**src/design/box_non_max_suppression_assert.svh**
```systemverilog
// ----------------------------------------------------------------------------
// Assertion macros for box_non_max_suppression
// Concurrent checks that are active in simulation and empty for synthesis.
// ----------------------------------------------------------------------------
`ifndef BOX_NON_MAX_SUPPRESSION_ASSERT_SVH
`define BOX_NON_MAX_SUPPRESSION_ASSERT_SVH
`ifndef SYNTHESIS
`define BNMS_ASSERT(lbl, prop) \
  lbl: assert property (@(posedge clk_i) disable iff (!rst_ni) (prop)) \
    else $error("bnms check failed");
`define BNMS_ASSERT_IMPL(lbl, ante, cons) \
  lbl: assert property (@(posedge clk_i) disable iff (!rst_ni) (ante) |-> (cons)) \
    else $error("bnms check failed");
`else
`define BNMS_ASSERT(lbl, prop)
`define BNMS_ASSERT_IMPL(lbl, ante, cons)
`endif
`endif

```
**src/design/bnms_pkg.sv**
```systemverilog
`timescale 1ns / 1ps
// ----------------------------------------------------------------------------
// bnms_pkg
// Shared types, widths and edge helpers of the box suppression block.
// ----------------------------------------------------------------------------
package bnms_pkg;

  localparam int unsigned COORD_W = 16;
  localparam int unsigned SCORE_W = 16;
  localparam int unsigned IDX_W   = 6;
  localparam int unsigned AREA_W  = 32;
  localparam int unsigned EDGE_W  = 19;  // signed, twice the coordinate scale
  localparam int unsigned DIM_W   = 18;  // clamped overlap extent
  localparam int unsigned INTER_W = 2 * DIM_W;
  localparam int unsigned UNI_W   = INTER_W + 1;  // signed union
  localparam int unsigned PROD_W  = INTER_W + 16;
  localparam int unsigned IOU_LAT = 4;

  // one ranked box as it travels along the ring
  typedef struct packed {
    logic               valid;
    logic               supp;
    logic [IDX_W-1:0]   idx;
    logic [SCORE_W-1:0] score;
    logic [COORD_W-1:0] cx;
    logic [COORD_W-1:0] cy;
    logic [COORD_W-1:0] w;
    logic [COORD_W-1:0] h;
    logic [AREA_W-1:0]  area;
  } box_t;

  // kept reference box
  typedef struct packed {
    logic signed [EDGE_W-1:0] l;
    logic signed [EDGE_W-1:0] r;
    logic signed [EDGE_W-1:0] t;
    logic signed [EDGE_W-1:0] d;
    logic [AREA_W-1:0]        area;
  } ref_t;

  function automatic logic signed [EDGE_W-1:0] lo_edge(logic [COORD_W-1:0] c,
                                                      logic [COORD_W-1:0] s);
    return $signed({2'b00, c, 1'b0}) - $signed({3'b000, s});
  endfunction

  function automatic logic signed [EDGE_W-1:0] hi_edge(logic [COORD_W-1:0] c,
                                                      logic [COORD_W-1:0] s);
    return $signed({2'b00, c, 1'b0}) + $signed({3'b000, s});
  endfunction

endpackage

```
**src/design/bnms_cell.sv**
```systemverilog
`timescale 1ns / 1ps
// ----------------------------------------------------------------------------
// bnms_cell
// One slot of the ranking chain: sorted insert on load, shift on selection.
// ----------------------------------------------------------------------------
module bnms_cell import bnms_pkg::*; (
  input  logic clk_i,
  input  logic rst_ni,
  input  logic ins_i,      // insert new box
  input  logic shift_i,    // ring shift toward head
  input  box_t new_i,
  input  box_t prev_i,     // neighbor closer to head
  input  box_t next_i,     // neighbor farther from head
  input  logic gt_prev_i,  // new box ranks above neighbor closer to head
  output logic gt_o,
  output box_t ent_o
);

  box_t ent_q, ent_d;

  // equal score keeps the stored (earlier loaded) box ahead
  assign gt_o = !ent_q.valid || (new_i.score > ent_q.score);

  always_comb begin
    ent_d = ent_q;
    if (shift_i) begin
      ent_d = next_i;
    end else if (ins_i) begin
      if (gt_prev_i) begin
        ent_d = prev_i;
      end else if (gt_o) begin
        ent_d = new_i;
      end
    end
  end

  always_ff @(posedge clk_i or negedge rst_ni) begin
    if (!rst_ni) begin
      ent_q <= '0;
    end else begin
      ent_q <= ent_d;
    end
  end

  assign ent_o = ent_q;

endmodule

```
**config.mk**
```make
export PLATFORM = sky130hd
export DESIGN_NAME = bnms_cell
export DESIGN_NICKNAME = d
export VERILOG_FILES = /design/src/design/box_non_max_suppression_assert.svh /design/src/design/bnms_pkg.sv /design/src/design/bnms_cell.sv
export SDC_FILE = /design/constraint.sdc
export NUM_CORES = 1
export LEC_CHECK = 0
export ABC_AREA = 1
export ABC_CLOCK_PERIOD_IN_PS = 3100
export BUFFER_PORTS_ARGS = -buffer_cell sky130_fd_sc_hd__clkbuf_2
export CAP_MARGIN = 40
export CORE_AREA = 4 4 185 187
export CTS_BUF_LIST = sky130_fd_sc_hd__clkbuf_4
export CTS_CLUSTER_SIZE = 24
export DETAILED_ROUTE_END_ITERATION = 10
export DIE_AREA = 0 0 189 191
export SLEW_MARGIN = 10
export SYNTH_ARGS = -nofsm -noshare
export SYNTH_HDL_FRONTEND = slang
export SYNTH_SLANG_ARGS = --single-unit
```
**constraint.sdc**
```tcl
create_clock -name clk_i -period 3.1 [get_ports clk_i]
set_input_delay 0.775 -clock clk_i [delete_from_list [all_inputs] [get_ports clk_i]]
set_output_delay 0.775 -clock clk_i [all_outputs]
set_load 0.005 [all_outputs]
```
After elaboration in Yosys (flattened, before gate mapping)
Cells that the tools add are included.
{"block": "word_totals", "register_bits": 120, "input_bits": 365, "output_inout_bits": 121, "elab_cells": 19}
{"block": "op_classes", "n_lt_le_gt_ge": 1, "mux": 4, "reduce_logical": 5}
{"cell": "$mux 120", "count": 4}
{"cell": "$gt 16x16->1", "count": 1}
{"cell": "$reduce_bool 3->1", "count": 1}
{"cell": "$reduce_and 2->1", "count": 1}
{"cell": "$reduce_bool 2->1", "count": 1}
{"cell": "$logic_not 1->1", "count": 1}
{"cell": "$logic_or 1x1->1", "count": 1}

Logic depth before layout (Yosys ltp)
{"block": "depth", "ltp_word": 6, "mapped_depth": 18, "mapped_depth_nobuf": 16}

Worst setup path before layout
Ideal clock, no wire load.
{"block": "synth_timing", "path_kind": "input port to output port", "from": "input port new_i[103] (netlist bit)", "to": "output port gt_o", "t_arrival_ns": 1.590, "t_required_ns": 2.325, "slack_ns": 0.735, "path_stages": 8, "n_path_buf": 0, "path_cell_list": "ha_1 a21o_1 nor2_1 nand2_1 nand2_1 nand2_1 nand2_1 nand2_1"}
{"block": "synth_via", "elab_chain_cells": 2}
{"element": "from (decl)", "line": "bnms_cell.sv:11", "text": "input box_t new_i,"}
{"element": "$gt 16x16->1", "line": "bnms_cell.sv:22", "text": "assign gt_o = !ent_q.valid || (new_i.score > ent_q.score);"}
{"element": "$logic_or 1x1->1", "line": "bnms_cell.sv:22"}
{"element": "to (decl)", "line": "bnms_cell.sv:15", "text": "output logic gt_o,"}
No other way between the ends.

Final worst setup path
{"block": "layout_timing", "from": "register ent_q, in the netlist ent_o[103]", "to": "output port gt_o"}
{"block": "layout_via", "elab_chain_cells": 2}
{"element": "from (decl)", "line": "bnms_cell.sv:19", "text": "box_t ent_q, ent_d;"}
{"element": "from (signal assigned)", "line": "bnms_cell.sv:41", "text": "ent_q <= ent_d;"}
{"element": "$gt 16x16->1", "line": "bnms_cell.sv:22"}
{"element": "$logic_or 1x1->1", "line": "bnms_cell.sv:22"}
No other way between the ends.

==> impl_results.md <==
- Worst Tran Pin Value: 778 ps
- Most frequent cells after synthesis: 381 x nand2_1, 122 x nand3_1, 121 x o21ai_0
- First-pass GRT wire length: 44500 um
- Largest family of logic cells by synthesized area: simple AND/OR/NAND/NOR gates
- Syn avg cell area: 7.62 um2
- Pre-CTS setup slack: 335 ps
- Post-CTS Setup Inserts: 0
- LEAKAGE: 6.22 nW
- Sinks on Clock Net: 120
- Area grow syn2layout: 41.4%
- Hold Path Class: in -> async
- Inserted Clock Buffers: 17
- Crit path largest cell delay: 430 ps
- WS Path Type: reg -> out
- Setup TNS: 0 ps
- Count leader, synth: nand2_1
- Tcrit/Tclk final: 93.5%
- Layout Nets: 1825
- Asr flop ratio synth: 100%
- Post-synth EDFFs: 0
- Compound-Gate Fraction of Synth Area: 8.51%
- R2R cell count: 13
- Die area: 0.0361 mm2
- Ys Warns: 0
- Vias: 8378
- Port Buffers: 485
- I/O pin count: 486
- Top_reg_cell synth: dfrtp_1
- Die width: 189 um
- Final Skew: 36.5 ps
- Synthesized flop and latch total: 120
- WP data required: 2320 ps
- Number of global-route vias before repair: 8397
- Filler instances: 3579
- Clock slew at reported path FFs: 150 ps
- Final RePlAce weighted congestion: 0.896
- Wire per inst: 15.3 um
- CP cell instances: inv_1 > ha_1 > nand2_1 > nor2_1 > nand2_1 > nand2_1 > nand2_1 > nand2_1 > nand2_1 > nand2_1 > clkbuf_2
- Row cnt: 66
- RSZ-0062 raised after global routing: false
- Pin count of the biggest net entering global routing: 125
- Hpwl dp: 23100 um
- Max clock buf depth: 2
- Vias per cell: 4.41
- Post-synthesis mux area share: 15.6%
- Final Hold Vio Count: 0
- Max_cap viols: 0
- Grt ovf: 0
- Top cells by area, synth: dfrtp_1 39%, nand2_1 19%, mux2i_1 16%, nand3_1 8.0%, o21ai_0 8.0%
- Worst VDD drop: 0.000218 V
- Total GRT Usage: 15.3%
- DRT Pass-1 Iters: 5
- Post-synth top area share: 39.4%
- Reg2Reg Setup Slack: 860 ps
- CTS tree: yes
- Multi-input gate area: 0.00415 mm2
- Slew Limit Fails: 0
- Post-synth top area cell: dfrtp_1
- Most used cell, CP: nand2_1
- Slew HR: 48.1%
- Slowest cell on crit path: dfrtp_1
- Post-Synth Simple-Gate Area: 27.5%
- Initial antenna violation count: 2
- Type of origin of the critical path: flip-flop
- Post-Synthesis Net Count: 1380
- Post-cts hold buffer count: 0
- WHS: 112 ps
- Initial Util: 23.5%
- Register area: 0.00300 mm2
- Clk root buf: clkbuf_4
- Die Y-Extent: 191 um
- H-Tree Depth: 4
- Iter 0 DRT Violations: 279
- Post-cts sizing count: 0
- R2r startpoint: ent_o[103]$_DFFE_PN0P_
- Residual DRC count: 0
- Mapped Cells: 999
- Final setup fails: 0
- Status: finished, final reports clean
- Critical path capture point type: output port
- Final Critical Period: 2900 ps
- Pwr dens: 403 mW/mm2
- Post-synthesis sequential area ratio: 39.4%
- Max FFs per register: 120
- Tot Pwr: 4.35 mW
- Core Region: 0.0325 mm2
- Cell area after synthesis: 0.00762 mm2
- Crit path max fanout: 3
- FMAX: 0.345 GHz
- Total Wirelength: 29100 um
- Number of antenna-violating nets in the routed design: 0
- Xor-xnor portion of the synthesized cell area: 0%
- CP arrival: 2120 ps
- Final worst setup slack: 202 ps
- Worst skew pair latency: 520 ps
- Adder-cell area share of the yosys netlist: 2.63%
- Synth cell types: 18
- Worst R2R End: ent_o[57]$_DFFE_PN0P_
- Share of cells above drive strength 1: 37.3%
-- layout make-up --
class	count	share of cell area, %
flip-flops and latches	120	27.9
clock inverters	15	1.32
repair buffers	507	25.2
diodes	1	0.0232
multi-input cells	777	38.6
well taps	442	5.13
inverters	21	0.732
clock buffers	17	1.18
-- metrics by stage --
| stage | utilization [%] | cells | area [um2] |
|---|---|---|---|
| after detailed placement | 32.4 | 1867 | 10500 |
| after global routing | 33.2 | 1900 | 10800 |
| final | 33.2 | 1900 | 10800 |
| after floorplan | - | 999 | 7620 |
| after CTS | 33.2 | 1899 | 10800 |
| after global placement | 32.4 | 1867 | 10500 |
-- layer usage --
metal | share of wire, % | wire (um) | GRT usage (%)
met1 | 42 | 12100 | 18.8
met2 | 50 | 14500 | 27.0
met3 | 6.5 | 1900 | 3.62
met4 | 1.8 | 527 | 4.29
met5 | 0.069 | 20 | 0
-- report_power, final --
part	switching [mW]	internal, mW
Clock	0.699	0.416
Sequential	0.136	1.78
Combinational	0.707	0.611
Total	1.54	2.80
-- cells by family (layout without fill, tap and decap cells) --
family,after synthesis,in the layout
AND/OR/NAND/NOR,513,513
AO/OA/AOI/OAI,129,129
flip-flops,120,120
multiplexers,119,119
buffers and inverters,102,560
adder cells (fa/ha/maj),16,16
other,0,1
-- worst max-delay path by stage --
| stage | from | end | slack, ps | cells after the start |
|---|---|---|---|---|
| 3_5_place_dp | new_i[103] | gt_o | 340 | 11 |
| 2_1_floorplan | new_i[103] | gt_o | 730 | 8 |
| 5_1_grt | ent_o[103]$_DFFE_PN0P_ | gt_o | 20 | 11 |
| 6_report | ent_o[103]$_DFFE_PN0P_ | gt_o | 200 | 11 |
| 4_1_cts | ent_o[103]$_DFFE_PN0P_ | gt_o | 140 | 11 |
| 3_3_place_gp | new_i[103] | gt_o | 300 | 11 |
-- critical path: cells and delay by family (launching register included) --
family | cells | cell delay [ps]
buffers and inverters | 2 | 170
AND/OR/NAND/NOR | 8 | 740
adder cells (fa/ha/maj) | 1 | 290
flip-flops | 1 | 430
-- layout by cell type, fill, tap and decap left out, types with 7 or more instances in the layout --
master    Yosys  final
a21oi_1       7      7
buf_12        0      8
buf_4        12     14
clkbuf_2      0    482
clkbuf_4      0     17
dfrtp_1     120    120
ha_1         16     16
inv_1        21     21
mux2i_1     119    119
nand2_1     381    380
nand3_1     122    122
o21ai_0     121    121
Note: power is estimated with default switching activity, not from simulation.
