<file path="src/design/box_non_max_suppression_assert.svh">
// ----------------------------------------------------------------------------
// Assertion macros for box_non_max_suppression
// Concurrent checks that are active in simulation and empty for synthesis.
// ----------------------------------------------------------------------------
`ifndef BOX_NON_MAX_SUPPRESSION_ASSERT_SVH
`define BOX_NON_MAX_SUPPRESSION_ASSERT_SVH
`ifndef SYNTHESIS
`define BNMS_ASSERT(lbl, prop) \
  lbl: assert property (@(posedge clk_i) disable iff (!rst_ni) (prop)) \
    else $error("bnms check failed");
`define BNMS_ASSERT_IMPL(lbl, ante, cons) \
  lbl: assert property (@(posedge clk_i) disable iff (!rst_ni) (ante) |-> (cons)) \
    else $error("bnms check failed");
`else
`define BNMS_ASSERT(lbl, prop)
`define BNMS_ASSERT_IMPL(lbl, ante, cons)
`endif
`endif

</file>
<file path="src/design/bnms_pkg.sv">
`timescale 1ns / 1ps
// ----------------------------------------------------------------------------
// bnms_pkg
// Shared types, widths and edge helpers of the box suppression block.
// ----------------------------------------------------------------------------
package bnms_pkg;

  localparam int unsigned COORD_W = 16;
  localparam int unsigned SCORE_W = 16;
  localparam int unsigned IDX_W   = 6;
  localparam int unsigned AREA_W  = 32;
  localparam int unsigned EDGE_W  = 19;  // signed, twice the coordinate scale
  localparam int unsigned DIM_W   = 18;  // clamped overlap extent
  localparam int unsigned INTER_W = 2 * DIM_W;
  localparam int unsigned UNI_W   = INTER_W + 1;  // signed union
  localparam int unsigned PROD_W  = INTER_W + 16;
  localparam int unsigned IOU_LAT = 4;

  // one ranked box as it travels along the ring
  typedef struct packed {
    logic               valid;
    logic               supp;
    logic [IDX_W-1:0]   idx;
    logic [SCORE_W-1:0] score;
    logic [COORD_W-1:0] cx;
    logic [COORD_W-1:0] cy;
    logic [COORD_W-1:0] w;
    logic [COORD_W-1:0] h;
    logic [AREA_W-1:0]  area;
  } box_t;

  // kept reference box
  typedef struct packed {
    logic signed [EDGE_W-1:0] l;
    logic signed [EDGE_W-1:0] r;
    logic signed [EDGE_W-1:0] t;
    logic signed [EDGE_W-1:0] d;
    logic [AREA_W-1:0]        area;
  } ref_t;

  function automatic logic signed [EDGE_W-1:0] lo_edge(logic [COORD_W-1:0] c,
                                                      logic [COORD_W-1:0] s);
    return $signed({2'b00, c, 1'b0}) - $signed({3'b000, s});
  endfunction

  function automatic logic signed [EDGE_W-1:0] hi_edge(logic [COORD_W-1:0] c,
                                                      logic [COORD_W-1:0] s);
    return $signed({2'b00, c, 1'b0}) + $signed({3'b000, s});
  endfunction

endpackage

</file>
<file path="src/design/bnms_iou.sv">
`timescale 1ns / 1ps
// ----------------------------------------------------------------------------
// bnms_iou
// Four-stage overlap pipeline closing the ring; marks boxes the kept box hides.
// ----------------------------------------------------------------------------
module bnms_iou import bnms_pkg::*; (
  input  logic         clk_i,
  input  logic         rst_ni,
  input  logic         en_i,
  input  logic         cmp_i,
  input  box_t         box_i,
  input  ref_t         ref_i,
  input  logic [15:0]  thr_i,
  output box_t         box_o,
  output logic         busy_o
);

  box_t                      b0_q, b1_q, b2_q, b3_q;
  logic                      c0_q, c1_q, c2_q, c3_q;
  logic [DIM_W-1:0]          iw_q, ih_q;
  logic [INTER_W-1:0]        in1_q, in2_q, in3_q;
  logic signed [UNI_W-1:0]   uni_q;
  logic [PROD_W-1:0]         prod_q;
  logic                      upos_q;

  logic signed [EDGE_W-1:0]  bl, br, bt, bd, x1, x2, y1, y2;
  logic signed [EDGE_W:0]    dx, dy;
  logic [DIM_W-1:0]          iw_d, ih_d;
  logic signed [UNI_W-1:0]   uni_d;
  logic                      hit;

  always_comb begin
    bl = lo_edge(box_i.cx, box_i.w);
    br = hi_edge(box_i.cx, box_i.w);
    bt = lo_edge(box_i.cy, box_i.h);
    bd = hi_edge(box_i.cy, box_i.h);
    x1 = (ref_i.l > bl) ? ref_i.l : bl;
    x2 = (ref_i.r < br) ? ref_i.r : br;
    y1 = (ref_i.t > bt) ? ref_i.t : bt;
    y2 = (ref_i.d < bd) ? ref_i.d : bd;
    dx = $signed({x2[EDGE_W-1], x2}) - $signed({x1[EDGE_W-1], x1});
    dy = $signed({y2[EDGE_W-1], y2}) - $signed({y1[EDGE_W-1], y1});
    iw_d = (dx > 0) ? dx[DIM_W-1:0] : '0;
    ih_d = (dy > 0) ? dy[DIM_W-1:0] : '0;
    uni_d = $signed({3'b000, ref_i.area, 2'b00}) + $signed({3'b000, b1_q.area, 2'b00})
          - $signed({1'b0, in1_q});
  end

  always_ff @(posedge clk_i or negedge rst_ni) begin
    if (!rst_ni) begin
      b0_q <= '0;
      b1_q <= '0;
      b2_q <= '0;
      b3_q <= '0;
    end else if (en_i) begin
      b0_q <= box_i;
      b1_q <= b0_q;
      b2_q <= b1_q;
      b3_q <= b2_q;
    end
  end

  always_ff @(posedge clk_i) begin
    if (en_i) begin
      c0_q <= cmp_i;  c1_q <= c0_q;  c2_q <= c1_q;  c3_q <= c2_q;
      iw_q   <= iw_d;
      ih_q   <= ih_d;
      in1_q  <= iw_q * ih_q;
      in2_q  <= in1_q;
      uni_q  <= uni_d;
      in3_q  <= in2_q;
      prod_q <= thr_i * uni_q[INTER_W-1:0];
      upos_q <= !uni_q[UNI_W-1] && (uni_q != '0);
    end
  end

  assign hit = c3_q && b3_q.valid && upos_q && ({in3_q, 16'h0000} > prod_q);

  always_comb begin
    box_o      = b3_q;
    box_o.supp = b3_q.supp || hit;
  end

  assign busy_o = b0_q.valid || b1_q.valid || b2_q.valid || b3_q.valid;

endmodule

</file>
<file path="config.mk">
export PLATFORM = sky130hd
export DESIGN_NAME = bnms_iou
export DESIGN_NICKNAME = d
export VERILOG_FILES = /design/src/design/box_non_max_suppression_assert.svh /design/src/design/bnms_pkg.sv /design/src/design/bnms_iou.sv
export SDC_FILE = /design/constraint.sdc
export NUM_CORES = 2
export LEC_CHECK = 0
export BUFFER_PORTS_ARGS = -buffer_cell sky130_fd_sc_hd__buf_2
export CORE_ASPECT_RATIO = 0.75
export CORE_MARGIN = 1.5
export CORE_UTILIZATION = 60
export CTS_CLUSTER_SIZE = 14
export DETAILED_ROUTE_END_ITERATION = 8
export GPL_TIMING_DRIVEN = 0
export PLACE_DENSITY_LB_ADDON = 0.08
export REMOVE_ABC_BUFFERS = 1
export SLEW_MARGIN = 20
export SYNTH_ARGS = -nofsm -noshare
export SYNTH_HDL_FRONTEND = slang
export SYNTH_SLANG_ARGS = --single-unit
</file>
<file path="constraint.sdc">
create_clock -name clk_i -period 19 [get_ports clk_i]
set_input_delay 1.9 -clock clk_i [delete_from_list [all_inputs] [get_ports clk_i]]
set_output_delay 1.9 -clock clk_i [all_outputs]
set_load 0.03 [all_outputs]
</file>
Yosys cells after proc, flatten, opt, wreduce, memory -nomap -nowiden:

Index checks and enable logic that the tools add are counted.

* $add $sub $neg: 8
* multiply operators: 2
* $lt $le $gt $ge: 7
* mux-type cells: 4
* reduce and logical (&&, ||, !) cells: 10

Operator list (count)
* $mux W19: 4
* $gt A52 B52 Y1: 1
* $mul A16 B36 Y52: 1
* $gt A20 B1 Y1 const B: 2
* $sub A19 B19 Y20: 2
* $gt A19 B18 Y1: 2
* $lt A19 B19 Y1: 2
* $reduce_bool A37 Y1: 1
* $sub A35 B36 Y37: 1
* $add A17 B16 Y18: 2
* $mul A18 B18 Y36: 1
* $sub A17 B16 Y18: 2
* $add A34 B34 Y35: 1
* $logic_and A1 B1 Y1: 4
* $logic_or A1 B1 Y1: 4
* $logic_not A1 Y1: 1

* bits in registers: 718
* input port bits: 248
* output and inout port bits: 121
* word-level logic and storage cells: 79

Longest topological paths before layout:

* depth in word-level cells: 5
* depth in mapped cells: 35
* mapped depth without buffers: 33

Least setup slack after synthesis:

Ideal clock, no wire load.

* kind: input to register
* start point: input port box_i[49] (netlist bit)
* end point: register iw_q[10] (data pin)
* library setup time: 0.257 ns
* data arrival time: 8.143 ns
* required time: 18.743 ns
* path slack: 10.600 ns
* stages: 31
* buffers on the path: 3
* path through: ha_1 -> fa_1 -> nor2b_1 -> o21ai_0 -> a21oi_1 -> o21ai_0 -> a211oi_1 -> o21bai_1 -> a211oi_1 -> o31ai_1 -> xnor2_1 -> ha_1 -> nand4b_1 -> nor2_1 -> a2111oi_0 -> o31ai_1 -> ha_1 -> clkbuf_1 -> clkbuf_1 -> nor2_1 -> a21oi_1 -> ha_1 -> a211o_1 -> o41ai_1 -> a211oi_1 -> o31a_1 -> o21ai_0 -> nand3_1 -> o21ai_2 -> buf_2 -> nor2_1

* longest elaborated chain between the ends: 5
* elaborated cells on any way between the ends: 8
* classes of those cells: add/sub (3); order compare (3); mux (2)

Ends and longest elaborated chain
* start: declaration: RTL line bnms_iou.sv:11 `input box_t box_i,`
* $add A17 B16 Y18 or $sub A17 B16 Y18 (tied branches): RTL line bnms_pkg.sv:48, bnms_pkg.sv:43
* $lt A19 B19 Y1 or $gt A19 B18 Y1 (tied branches): RTL line bnms_iou.sv:38, bnms_iou.sv:37
* $mux W19 (on tied branches): RTL line bnms_iou.sv:38, bnms_iou.sv:37
* $sub A19 B19 Y20 (*): RTL line bnms_iou.sv:41 `dx = $signed({x2[EDGE_W-1], x2}) - $signed({x1[EDGE_W-1], x1});`
* $gt A20 B1 Y1: RTL line bnms_iou.sv:43 `iw_d = (dx > 0) ? dx[DIM_W-1:0] : '0;`
* end signal: assignment: RTL line bnms_iou.sv:66 `iw_q <= iw_d;`
* end: declaration: RTL line bnms_iou.sv:20 `logic [DIM_W-1:0] iw_q, ih_q;`

Every way passes the cells marked *; elsewhere a longest branch is shown, timed or not.
A chain may end at the register's enable or synchronous reset.

Worst setup path after layout:

* start point: input port box_i[33] (netlist bit)
* end point: register ih_q[17] (data pin)

* longest elaborated chain between the ends: 5
* elaborated cells on any way between the ends: 8
* classes of those cells: add/sub (3); order compare (3); mux (2)

Ends and longest elaborated chain
* $add A17 B16 Y18 or $sub A17 B16 Y18 (tied branches): RTL line bnms_pkg.sv:48, bnms_pkg.sv:43
* $lt A19 B19 Y1 or $gt A19 B18 Y1 (tied branches): RTL line bnms_iou.sv:40, bnms_iou.sv:39
* $mux W19 (on tied branches): RTL line bnms_iou.sv:40, bnms_iou.sv:39
* $sub A19 B19 Y20 (*): RTL line bnms_iou.sv:42 `dy = $signed({y2[EDGE_W-1], y2}) - $signed({y1[EDGE_W-1], y1});`
* $gt A20 B1 Y1: RTL line bnms_iou.sv:44 `ih_d = (dy > 0) ? dy[DIM_W-1:0] : '0;`
* end signal: assignment: RTL line bnms_iou.sv:67 `ih_q <= ih_d;`
* end: declaration: RTL line bnms_iou.sv:20

Marks and branches as above.

==> key figures <==
Cells and area
  – Layout fillers: 8513
  – Nets: 7735
  – Fraction of layout cells with a size suffix above 1: 15.7%
  – Area Growth Syn to Fin: 7.42%
  – Final Instance Count excl. Fillers: 7736

Global route
  – Total global routing overflow: 0
  – Initial antenna violation count: 31
  – Wire length of the first global-routing pass: 232000 um
  – Vias in the first global route: 43900
  – Largest net degree at the start of global routing: 117
  – GRT Overall Usage: 26.5%

Clock tree
  – Sink Count: 717
  – H-tree Lvls: 3
  – Hold-fix buffers, CTS: 0
  – Max clock buf depth: 3
  – Post-CTS sizing: 0
  – Clock transition at path regs: 0.06 ns
  – Total CTS buffers: 75
  – CTS tree: done
  – Clock Tree Root: clkbuf_16
  – Clk Latency, worst-skew pair: 0.67 ns
  – Setup bufs post-CTS: 0

Routing
  – Vias per cell: 5.46
  – DRT iter0 DRCs: 2461
  – DR DRC count: 0
  – Post-DRT Antenna Nets: 0
  – Routed length per instance: 18.0 um
  – Total wire length: 140000 um
  – Initial DRT Pass Iterations: 7
  – Total vias in the final route: 42300

STA
  – Final worst setup slack: 8.97 ns
  – Rel. slew slack: 31.6%
  – Worst-Margin Slew: 1.03 ns
  – Unrepaired setup endpoints after global routing: false
  – Slew Viols, Final: 0
  – Final worst-path cycle share: 52.8%
  – WHS: 0.409 ns
  – Setup violators final: 0
  – Final hold violation count: 0
  – Max frequency: 99.7 MHz
  – Clock period minus worst slack: 10.03 ns
  – Setup TNS: 0 ns
  – Clock Skew: 0.0410 ns

Yosys
  – Ys async rst share: 66.9%
  – Sequential area share after synthesis: 29.8%
  – Top cell type's share of synthesized area: 23.9%
  – Synth Warn #: 0
  – Multiplexer share of the synthesized area: 8.10%
  – EDFF count, synth: 237
  – Synthesized flop and latch total: 717
  – Unique masters post-synth: 75
  – Post-synthesis simple-gate area fraction: 10.6%
  – Leading area contributor after synthesis: fa_1
  – Most common library cells after synthesis: inv_1 (1023), fa_1 (768), nand2_1 (722)
  – Most frequent cell after synthesis: inv_1
  – Synthesized cell area: 0.0643 mm2
  – Synth Area in Compound Gates: 6.98%
  – Post-Synth Adder-Cell Area: 33.2%
  – Predominant post-synthesis flop cell: dfrtp_1
  – Largest family of logic cells by synthesized area: adder cells
  – Gate Count Post-Synth: 6161
  – Mean Syn Cell Area: 10.4 um2
  – XOR/XNOR Fraction of Synth Area: 2.45%
  – Top post-synthesis cells by area: fa_1 (24%), dfrtp_1 (19%), edfxtp_1 (11%)

Setup path
  – CP max stage cell: ha_1
  – Crit path largest cell delay: 0.85 ns
  – CP arrival: 10.39 ns
  – Worst Path Required: 19.36 ns
  – Cell repeated most along the worst path: ha_1
  – Critical path class: in -> reg
  – Startpoint types: input port
  – Crit path max fanout: 23
  – Critical Path End Type: register

Floorplan
  – # rows: 103
  – Die Area: 0.109 mm2
  – IO Pins: 369
  – Die W: 381 um
  – Core box area: 0.106 mm2
  – Die Y-Extent: 286 um
  – Initial Util: 60.8%

Place
  – DP Cell Count: 7583
  – Detailed-placement wirelength estimate: 108000 um
  – Pre-CTS setup slack: 8.31 ns
  – PortBufs: 368
  – Routability cong.: 0.899

Run
  – Max-cap violation count: 0

Outcome
  – Status: finished clean

Hold path
  – Worst Hold Class: reg -> reg
[worst paths after layout]
| path | startpoint | to | slack (ns) | depth (start not counted) |
|---|---|---|---|---|
| setup reg to reg | uni_q[15] | prod_q[46] | 11.45 | 21 |
| setup / recovery | box_i[33] | ih_q[17] | 8.97 | 32 |
| max in group asynchronous | rst_ni | b1_q[109] | 16.11 | 4 |
| hold / removal | in2_q[35] | in3_q[35] | 0.41 | 0 |
| min in group asynchronous | rst_ni | b1_q[74] | 1.18 | 1 |
| hold reg to reg | in2_q[35] | in3_q[35] | 0.41 | 0 |
[placed cells by master (no fill, tap or decap), drive strengths merged, types with 168 or more instances in the layout]
cell type  count
inv         1039
dfrtp        480
buf          380
fa           768
and2         321
a21oi        214
mux2         457
nand2        722
nor2         168
ha           476
edfxtp       237
[worst max-delay path: cells and delay by family]
kind	cells	cell delay, ns
multiplexers	1	0.42
buffers and inverters	3	0.64
AO/OA/AOI/OAI	18	4.88
AND/OR/NAND/NOR	5	0.51
adder cells (fa/ha/maj)	5	2.00
[per-layer routing]
layer / wire length, um / vias to the layer above / GRT usage (%) / share of wire (%)
li1: - / 19800 / - / -
met1: 62000 / 21000 / 36.9 / 44
met2: 63400 / 1217 / 41.8 / 45
met3: 11400 / 198 / 7.35 / 8.2
met4: 2590 / 26 / 5.86 / 1.9
met5: 149 / - / 0 / 0.11
[layout make-up]
cell class                      instances  area, um2  share of cell area [%]
Tap cell                             1417       1770                    2.57
Sequential cell                       717      19100                    27.7
Timing Repair Buffer                  380       2190                    3.18
Multi-Input combinational cell       4046      39500                    57.2
Clock inverter                         34        373                   0.540
Inverter                             1023       3840                    5.56
Clock buffer                          103       2230                    3.23
Antenna cell                           16       40.0                  0.0580
[cell families (layout without fill, tap and decap cells)]
logic type | Yosys count | count (layout)
and+or+nand+nor | 1459 | 1459
DFF | 717 | 717
adders and majority gates | 1244 | 1244
muxes | 463 | 463
other | 0 | 16
buffers and inverters | 1398 | 1540
AOI/OAI and AO/OA | 700 | 700
xor gates and xnor gates | 180 | 180
[sequential cells by signal, summed over array words and instances (netlist names), 18 cells and up]
name	cells
b0_q	120
b1_q	120
b2_q	120
box_o	119
ih_q	18
in1_q	36
in2_q	36
in3_q	36
iw_q	18
prod_q	52
uni_q	36
[per-stage QoR]
stage / util, % / area (um2)
after floorplan: - / 62400
after global placement: 62.5 / 66000
after detailed placement: 62.8 / 66400
after CTS: 65.3 / 69000
after global routing: 65.3 / 69000
final: 65.3 / 69000
Power is left out: the tool's default activity adds up to more than one toggle a clock period on the data nets, which glitch-free logic cannot reach.
